$ cat config.mk
export PLATFORM = sky130hd
export DESIGN_NAME = iirl_cell
export DESIGN_NICKNAME = d
export VERILOG_FILES = /design/src/iirl_pkg.sv /design/src/iirl_cell.sv
export SDC_FILE = /design/constraint.sdc
export NUM_CORES = 1
export LEC_CHECK = 0
export ABC_CLOCK_PERIOD_IN_PS = 4200
export BUFFER_PORTS_ARGS = -buffer_cell sky130_fd_sc_hd__buf_2
export CORE_UTILIZATION = 35
export CTS_CLUSTER_DIAMETER = 60
export DETAILED_ROUTE_END_ITERATION = 6
export PLACE_DENSITY_LB_ADDON = 0.2
export RECOVER_POWER = 25
export SLEW_MARGIN = 40
export SYNTH_ARGS = -nofsm -noshare
export SYNTH_HDL_FRONTEND = slang
export SYNTH_SLANG_ARGS = --single-unit
$ cat constraint.sdc
create_clock -name i_clk -period 4.2 [get_ports i_clk]
set_clock_uncertainty 0.05 [all_clocks]
set_input_delay 0.84 -clock i_clk [delete_from_list [all_inputs] [get_ports i_clk]]
set_output_delay 0.84 -clock i_clk [all_outputs]
set_load 0.1 [all_outputs]
$ cat src/iirl_pkg.sv
// Shared types, widths and codes for the indexed insert/remove list.
// Used by every module of the block; depends on nothing else.
package iirl_pkg;

    // list size and word width
    localparam int CAPACITY   = 64;
    localparam int DATA_WIDTH = 32;

    // fixed field widths of the ports
    localparam int OP_W  = 2;
    localparam int POS_W = 7;
    localparam int VAL_W = 32;
    localparam int ST_W  = 2;
    localparam int ECNT_W = 7;

    // derived widths
    localparam int IDX_W = (CAPACITY > 1) ? $clog2(CAPACITY) : 1;
    localparam int CNT_W = $clog2(CAPACITY + 1);
    localparam int CMP_W = ((CNT_W > POS_W) ? CNT_W : POS_W) + 1;

    // gather tree: cells per first-level group
    localparam int GROUP  = 8;
    localparam int NGROUP = (CAPACITY + GROUP - 1) / GROUP;

    typedef enum logic [OP_W-1:0] {
        OP_INSERT = 2'd0,
        OP_REMOVE = 2'd1,
        OP_READ   = 2'd2,
        OP_NOP    = 2'd3
    } t_op;

    typedef enum logic [ST_W-1:0] {
        ST_OK    = 2'd0,
        ST_RANGE = 2'd1,
        ST_FULL  = 2'd2,
        ST_EMPTY = 2'd3
    } t_status;

    // command broadcast to every cell in the accepting cycle
    typedef struct packed {
        logic                  ins;
        logic                  rem;
        logic                  tap;
        logic [CMP_W-1:0]      pos;
        logic [CMP_W-1:0]      cnt;
        logic [IDX_W-1:0]      sel;
        logic [DATA_WIDTH-1:0] value;
    } t_cmd;

    typedef logic [DATA_WIDTH-1:0] t_word;

    // cut or widen an input word to the stored width
    function automatic t_word to_word(input logic [VAL_W-1:0] v);
        logic [63:0] t;
        t = 64'(v);
        return t[DATA_WIDTH-1:0];
    endfunction

    // low bits of a stored word for the result port
    function automatic logic [VAL_W-1:0] to_result(input t_word w);
        logic [63:0] t;
        t = 64'(w);
        return t[VAL_W-1:0];
    endfunction

endpackage

$ cat src/iirl_cell.sv
// One slot of the list: holds a word, shifts it up or down with its neighbours.
// Depends on iirl_pkg for the command struct and widths.
module iirl_cell (
    input  logic                        i_clk,
    input  logic [iirl_pkg::IDX_W-1:0]  i_index,
    input  iirl_pkg::t_cmd              i_cmd,
    input  iirl_pkg::t_word             i_left,
    input  iirl_pkg::t_word             i_right,
    output iirl_pkg::t_word             o_data,
    output iirl_pkg::t_word             o_tap
);

    iirl_pkg::t_word               r_data;
    iirl_pkg::t_word               n_data;
    logic [iirl_pkg::CMP_W-1:0]    idx;

    assign idx = iirl_pkg::CMP_W'(i_index);

    // pick next word: new value, lower neighbour, upper neighbour or hold
    always_comb begin
        n_data = r_data;
        if (i_cmd.ins) begin
            if (idx == i_cmd.pos) begin
                n_data = i_cmd.value;
            end else if (idx > i_cmd.pos && idx <= i_cmd.cnt) begin
                n_data = i_left;
            end
        end else if (i_cmd.rem) begin
            if (idx >= i_cmd.pos && (idx + 1'b1) < i_cmd.cnt) begin
                n_data = i_right;
            end
        end
    end

    always_ff @(posedge i_clk) begin
        r_data <= n_data;
    end

    assign o_data = r_data;
    // drive the stored word onto the gather tree only when selected
    assign o_tap  = (i_cmd.tap && i_index == i_cmd.sel) ? r_data : '0;

endmodule

==> results of run 1 <==
cell families (layout without fill, tap and decap cells):
kind of cell	after synthesis	after routing	share of synthesized area, %
AND/OR/NAND/NOR	80	80	17.0
AO/OA/AOI/OAI	50	50	11.7
multiplexers	32	32	12.8
flip-flops	32	32	38.5
buffers and inverters	27	217	6.46
adder cells (fa/ha/maj)	20	20	10.0
XOR/XNOR	10	10	3.51
Yosys cell counts, drive strengths merged:
cell type / instances
and4: 1
o21a: 1
and2: 32
nor2b: 2
o21ai: 1
nand3: 3
inv: 13
a31oi: 1
nor4: 1
edfxtp: 32
xor2: 4
o2111ai: 2
ha: 20
buf: 4
nand2b: 1
a21o: 1
o21ba: 1
a21oi: 37
a211oi: 2
nand2: 1
a2111oi: 1
nor3: 2
xnor2: 6
o211ai: 2
nor2: 32
clkbuf: 10
a221o: 1
and3: 4
nand4: 1
mux2i: 32
stage by stage:
step                      total power, W  utilization, %  setup slack [ps]  instance area, um2  instances
final                           0.000951            52.1               911                3560        537
after global routing            0.000994            52.1               782                3560        537
after detailed placement        0.000730            51.5               902                3520        529
after floorplan                 0.000623               -               400                2500        251
after global placement          0.000726            51.5               967                3520        529
after CTS                       0.000968            52.7               896                3600        537
power by group through the flow:
stage / logic (W) / registers (W) / clock network (W)
after floorplan: 0.0000960 / 0.000527 / 0
after global placement: 0.000334 / 0.000393 / 0
after detailed placement: 0.000337 / 0.000393 / 0
after CTS: 0.000338 / 0.000386 / 0.000244
after global routing: 0.000353 / 0.000389 / 0.000252
final: 0.000330 / 0.000387 / 0.000234
routing by layer:
layer	up-vias	global-route usage [%]	wire, um	part of all wire, %
met4	0	4.55	66	0.95
met2	106	33.9	3590	52
met1	1082	20.0	2850	41
li1	1272	-	-	-
met5	-	0	0	0
met3	7	3.24	438	6.3
area by class of cell:
cell class / count / share of cell area [%]
well taps: 96 / 3.37
multi-input cells: 192 / 39.1
flip-flops and latches: 32 / 27.0
inverters: 13 / 1.37
clock inverters: 2 / 0.316
clock buffers: 6 / 2.04
repair buffers: 196 / 26.8
placed cells by master (no fill, tap or decap), types with 3 or more instances in the layout:
master,netlist,layout
sky130_fd_sc_hd__edfxtp_1,32,32
sky130_fd_sc_hd__buf_4,0,5
sky130_fd_sc_hd__nand3_1,3,3
sky130_fd_sc_hd__nor2_1,32,32
sky130_fd_sc_hd__inv_1,13,13
sky130_fd_sc_hd__and3_1,4,3
sky130_fd_sc_hd__xor2_1,4,4
sky130_fd_sc_hd__ha_1,20,20
sky130_fd_sc_hd__clkbuf_1,7,33
sky130_fd_sc_hd__buf_2,0,159
sky130_fd_sc_hd__a21oi_1,37,37
sky130_fd_sc_hd__clkbuf_8,0,5
sky130_fd_sc_hd__xnor2_1,6,6
sky130_fd_sc_hd__and2_1,32,32
sky130_fd_sc_hd__mux2i_1,32,32
how the worst max path moves through the flow:
stage | slack [ps] | start | end
6_report | 910 | i_index[0] | o_tap[17]
3_3_place_gp | 970 | i_index[3] | o_tap[22]
3_5_place_dp | 900 | i_index[0] | o_tap[17]
5_1_grt | 780 | i_index[2] | o_tap[17]
2_1_floorplan | 400 | i_index[0] | o_data[0]
4_1_cts | 900 | i_index[0] | o_tap[17]
==> results.md, run 1 <==
- In this run, CTS created clock tree buffers numbering 5.
- The die outline height is 86.5 um.
- The power spent charging and discharging nets is 0.000365 W.
- Cell internal power was estimated by the tool at 0.000586 W.
- The number of maximum-capacitance violations is 0.
- The maximum fanout count along the critical path is 32.
- In the finished design, the share of the clock period the worst path needs comes to 78.3%.
- The number of global-route vias before repair was 2,197.
- The area share of the largest cell type after synthesis is 38.5%.
- In this run the standard cell core region covers 0.00683 mm2.
- For this block, the routed nets add up to 6940 um of wire.
- Post-CTS repair changed the size of 0 cells.
- The cell depth of the worst hold path is 3.
- The sequential fraction of design power is 40.7%.
- Buffers placed on the I/O ports in this run total 191.
- The startpoint of the most critical hold path is i_right[19].
- The layout overhead on the synthesized area is 42.5%.
- Detailed placement ended at an HPWL of 5580 um.
- The yosys synthesis warning count is 0.
- The starting DRC count in detailed routing is 58.
- Pin placement for this block handled 192 I/O pins.
- The worst slew margin relative to its limit is 21.8%.
- The tightest min-delay check is of the primary input to register type.
- The peak supply drop is 0.141 mV.
- Derived from the worst setup path, the maximum achievable clock frequency is 304 MHz.
- The flow ran to the end, and the final reports show no timing, DRC or antenna violations.
- The largest net degree at the start of global routing is 45.
- The sum of negative setup slack is 0 ps.
- Synthesis instantiated 34 different standard cells from the library.
- By area the synthesized netlist is led by sky130_fd_sc_hd__edfxtp_1, sky130_fd_sc_hd__mux2i_1, sky130_fd_sc_hd__ha_1, sky130_fd_sc_hd__and2_1, sky130_fd_sc_hd__a21oi_1.
- Counting along the longest clock path gives a buffer depth of 2.
- The final period demand of the worst path is 3290 ps.
- TritonCTS built the clock tree.
- Among cell families on the critical path, the largest total delay comes from buffers and inverters.
- The first global-routing pass estimated 9950 um of wire.
- The detail route stage leaves a number of antenna-violating nets equal to 0.
- The measured slew at the worst slew-check pin is 1180 ps.
- The repair_antennas step left the layout with diodes totalling 0.
- The worst path required time is 3310 ps.
- Counting every net in the synthesized netlist gives 399.
- The endpoint arrival time on the critical path is 2400 ps.
- The number of max-slew violations in the final report is 0.
- The most numerous cell on the critical path is sky130_fd_sc_hd__buf_2.
- Synthesis produced a netlist whose cell count is 251.
- The flip-flop and latch count after synthesis is 32.
- The number of buffers inserted for hold repair after clock tree synthesis is 0.
- In the final layout, the multi-input gates occupy 0.00139 mm2.
- The register with the most flip-flops in the layout has 32 of them.
- The netlist area before placement is 0.00250 mm2.
- The total number of cells along the worst setup path is 7.
- The cell type with the highest aggregate area in the netlist is sky130_fd_sc_hd__edfxtp_1.
- The total track usage is 17.7%.
- On the critical path, the stage with the largest delay is an instance of sky130_fd_sc_hd__buf_2.
- The routed layout has 2,467 vias.
- The ratio of cells with drive above 1 in the final layout is 39.7%.
- The signal on the critical path passes through buf_2 > xnor2_1 > nand4_1 > nor4_4 > buf_4 > and2_1 > buf_2.
- The element type at the critical path end is a primary output.
- The detailed-route vias per instance is 4.59.
- The count of final hold-check violations came to 0.
- The path with the worst hold slack has its endpoint at o_data[19].
- Before antenna repair, the detailed router went through 4 iterations.
- The total setup buffers inserted after CTS is 0.
- In this run the clock root is driven by a sky130_fd_sc_hd__clkbuf_8.
- The initial cell density of the core is 36.6%.
- The floorplan step set the die width to 86.5 um.
- Net switching is 38.4% of the power.
- The remaining global-route overflow is 0.
- In this run the core area contains 30 standard-cell rows.
- The number of fillers in the final layout is 703.
- The detailed-route DRC error count is 0.
- The number of antenna violations at the first check in global routing is 0.
- The power share of the combinational group is 34.7%.
- The leakage power figure is 1.67 nW.
- The maximum single-stage delay on the critical path is 420 ps.
- The number of buffer and inverter stages on the critical path is 3.
- Across the whole layout, storage elements account for 961 um2.
- The die covers 0.00748 mm2.
- For this design the ratio of total power to cell area is 267 mW/mm2.
- The synthesized area per cell is 9.95 um2.
- STA classifies the critical path startpoint as a primary input.
- The register clock-pin slew on the reported worst setup and hold paths is 70 ps.
- Dividing the detail-routed wire length by the instance count gives 12.9 um.
- The count of endpoints failing setup in the final report is 0.
- The clock network accounts for 24.6% of the total power.
- The final net count is 588.
- The final hold slack is 818 ps.
- The number of sinks on the clock net is 32.
- The weighted congestion at the end of routability-driven global placement is 0.788.
- Setup repair after global routing left no endpoint under its margin.
- The H-tree was split into 2 levels.
- The critical path is of the primary input to primary output type.
- For this run, the register share of the synthesized area comes to 38.5%.
(Power assumes the default switching activity.)
==> run 2, diff against run 1 <==
--- a/config.mk
+++ b/config.mk
@@ -5,7 +5,8 @@
 export SDC_FILE = /design/constraint.sdc
 export NUM_CORES = 1
 export LEC_CHECK = 0
-export ABC_CLOCK_PERIOD_IN_PS = 4200
+export ABC_AREA = 1
+export ABC_CLOCK_PERIOD_IN_PS = 3010
 export BUFFER_PORTS_ARGS = -buffer_cell sky130_fd_sc_hd__buf_2
 export CORE_UTILIZATION = 35
 export CTS_CLUSTER_DIAMETER = 60
==> constraint.sdc (replaced) <==
create_clock -name i_clk -period 3.01 [get_ports i_clk]
set_clock_uncertainty 0.05 [all_clocks]
set_input_delay 0.602 -clock i_clk [delete_from_list [all_inputs] [get_ports i_clk]]
set_output_delay 0.602 -clock i_clk [all_outputs]
set_load 0.1 [all_outputs]
==> run 2 against run 1 <==
  * Clock power grew 44%
  * Combinational power grew 52%
  * Area after synthesis grew 7.2%
  * Final cell count grew 23%
  * Count of clock-buffer cells in the layout shrank 1
  * Sequential share of layout area shrank 4.3 points
  * Largest power group unchanged
==> results.md, run 2 <==
- The leakage power figure is 2.05 nW.
- For this run, global-route usage on met2 was measured as 37.9%.
- The busiest layer in global routing is met2.
- The yosys synthesis warning count is 0.
- The utilization after layout is 57.8%.
- The register with the most flip-flops in the layout has 32 of them.
- The count of input and output buffers is 191.
- The worst hold-check path type is primary input to register.
- The number of max-slew violations in the final report is 0.
- The HPWL after detailed placement is 6720 um.
- The weighted congestion at the end of routability-driven global placement is 0.812.
- The number of global-route vias before repair is 2,582.
- The peak supply drop is 0.177 mV.
- The largest net degree at the start of global routing is 33.
- The total setup buffers inserted after CTS is 0.
- The combined area of the multi-input logic cells is 0.00137 mm2.
- In the synthesized netlist, the cells that appear most often are sky130_fd_sc_hd__a21oi_1, sky130_fd_sc_hd__inv_1, sky130_fd_sc_hd__nand2_1.
- STA puts the critical path data arrival time at 2000 ps.
- The worst slew margin relative to its limit is 18.8%.
- The top-level I/O count is 192.
- The element type at the critical path end is a primary output.
- The synthesized netlist devotes 14.3% of its cell area to compound gates.
- The number of antenna violations at the first check in global routing was 0.
- The standard cell core area is 0.00733 mm2.
- Along the worst path, the maximum fanout reaches 19.
- Summing the areas of all fa, ha and maj instances in the mapped netlist gives 9.35% of the synthesized area.
- For this block, the initial DRC count from the detailed router was 55.
- The row count is 31.
- The number of diodes added for antenna fixing is 0.
- After filler insertion, the fill cell instance count of the layout stands at 697.
- Clock-pin slew was measured on the worst setup and hold paths at 80 ps.
- In the routed design, unresolved DRC markers number 0.
- The clock root buffer master is sky130_fd_sc_hd__clkbuf_8.
- The layout overhead on the synthesized area is 58.4%.
- After layout, the worst path uses 88.0% of the clock period.
- The run finished with clean final reports.
- In the layout the commonest cells are sky130_fd_sc_hd__buf_2, sky130_fd_sc_hd__a21oi_1, sky130_fd_sc_hd__inv_1, sky130_fd_sc_hd__nand2_1, sky130_fd_sc_hd__nor2_1.
- The most used flip-flop cell after synthesis is sky130_fd_sc_hd__edfxtp_1.
- The detailed router placed 2,992 vias in this run.
- In this run the cell area of the synthesized design comes to 0.00268 mm2.
- TritonCTS built the clock tree.
- The initial cell density of the core is 36.5%.
- Yosys mapped the design onto 23 distinct sky130hd cell types.
- The number of clock buffers added by TritonCTS is 5.
- The count of H-tree levels built during CTS is 2.
- The multiplexer share of the synthesized area is 0%.
- The main combinational cell family by area after synthesis is simple AND/OR/NAND/NOR gates.
- The worst path required time is 2360 ps.
- For this run, the post-layout net count is 706.
- The critical path contains buffers and inverters numbering 4 combined.
- Yosys mapped a number of flops with a built-in enable equal to 32.
- The share of synthesized flip-flops with an asynchronous set or reset is 0%.
- Subtracting the final worst setup slack from the clock period gives 2650 ps.
- The synthesized area per cell is 7.26 um2.
- The post-synthesis instance total is 369.
- Setup repair after global routing left no endpoint under its margin.
- The post-detailed-route wirelength per cell is 12.7 um.
- The flip-flop and latch count after synthesis is 32.
- The simple logic cell fraction of the synthesized area is 25.2%.
- The first detailed-routing pass ran for 4 iterations.
- The most common cell in the netlist is sky130_fd_sc_hd__a21oi_1.
- The met1 global-route usage is 23.1%.
- The remaining global-route overflow is 0.
- The measured slew at the worst slew-check pin is 1220 ps.
- The total wire length is 8330 um.
- The number of sinks on the clock net is 32.
- Among the stages of the critical path, the cell type that occurs most often is sky130_fd_sc_hd__nor2_1.
- In the global route stage, met3 resource usage came out at 4.25%.
- The maximum buffer depth of the clock tree is 2.
- The cell type with the highest aggregate area in the netlist is sky130_fd_sc_hd__edfxtp_1.
- Once detail routing completed, the nets flagged for antenna violations numbered 0.
- Global routing used 19.9% of the available tracks.
- The worst setup path is launched from a primary input.
- Of the synthesized area, sequential elements account for 35.9%.
- The area share of the largest cell type after synthesis is 35.9%.
- Adding up every negative setup slack in the final design gives 0 ps.
- Traced cell by cell, the critical path runs through buf_2 > inv_1 > or2_1 > o211ai_1 > nor2_1 > nand3_4 > buf_4 > nor2_1 > buf_12.
- The die is 89.5 um tall.
- Yosys attributes the largest share of cell area to sky130_fd_sc_hd__edfxtp_1, sky130_fd_sc_hd__a21oi_1, sky130_fd_sc_hd__ha_1, sky130_fd_sc_hd__inv_1, sky130_fd_sc_hd__nand2_1.
- The maximum clock frequency is 377 MHz.
- The kind of critical path is primary input to primary output.
- The number of gates resized after CTS is 0.
- The detailed-route vias per instance is 4.55.
- The number of nets handed over by synthesis was 517.
- The maximum single-stage delay on the critical path is 240 ps.
- The count of endpoints failing setup in the final report is 0.
- The library cell used most frequently in the layout, excluding fill and tap cells, is sky130_fd_sc_hd__buf_2.
- The power per cell area is 325 mW/mm2.
- The count of final hold-check violations came to 0.
- The library cell contributing the largest single delay on the critical path is sky130_fd_sc_hd__nor2_1.
- Among cell families on the critical path, the largest total delay comes from buffers and inverters.
- The first global-routing pass estimated 12,100 um of wire.
- Of the total synthesized cell area, the portion taken by XOR and XNOR cells is 1.96%.
- The number of maximum-capacitance violations is 0.
- The number of buffers inserted for hold repair after clock tree synthesis is 0.
- The floorplan step defined a die boundary enclosing 0.00800 mm2.
- The ratio of cells with drive above 1 in the final layout is 36.0%.
- The floorplan step set the die width to 89.5 um.
- The footprint of the flip-flops and latches is 961 um2.
## run 2: final timing paths
| kind | from | end | slack [ps] | depth (start not counted) |
|---|---|---|---|---|
| hold / removal | i_right[29] | o_data[29] | 580 | 3 |
| setup / recovery | i_index[0] | o_tap[0] | 360 | 9 |
## run 2: kinds of logic after synthesis
| group | after synthesis |
|---|---|
| AOI/OAI and AO/OA | 75 |
| DFF | 32 |
| buffers and inverters | 82 |
| xor gates and xnor gates | 6 |
| adders and majority gates | 20 |
| and+or+nand+nor | 154 |
## run 2: tightest hold or removal path: cells and delay by family
family	cells	cell delay, ps
AO/OA/AOI/OAI	1	90
buffers and inverters	1	70
AND/OR/NAND/NOR	1	30
## run 2: cell type report
| type | instances | share of cell area [%] |
|---|---|---|
| inverters | 66 | 5.84 |
| flip-flops and latches | 32 | 22.7 |
| well taps | 99 | 2.92 |
| clock buffers | 5 | 1.62 |
| multi-input cells | 255 | 32.2 |
| repair buffers | 198 | 34.2 |
| clock inverters | 3 | 0.561 |
## run 2: metrics by stage
stage / power (W) / cell area [um2] / hold slack, ps / worst slack [ps] / instances
2_1_floorplan: 0.000899 / 2680 / 777 / -182 / 369
3_3_place_gp: 0.00105 / 4190 / 864 / 361 / 650
3_5_place_dp: 0.00106 / 4190 / 873 / 325 / 650
4_1_cts: 0.00140 / 4280 / 572 / 329 / 658
5_1_grt: 0.00146 / 4240 / 581 / 259 / 658
6_report: 0.00138 / 4240 / 583 / 360 / 658
## run 2: layer usage
layer  vias to the layer above  part of all wire, %
met3                         4                  6.8
met4                         0                 0.64
li1                       1539                    -
met2                       110                   52
met1                      1339                   41
met5                         -                    0
## run 2: power by group
part           total, W  switching (W)  internal (W)  leakage [nW]
Clock          0.000336       0.000172      0.000164        0.0404
Sequential     0.000540      0.0000147      0.000526         0.300
Combinational  0.000503       0.000361      0.000142          1.71
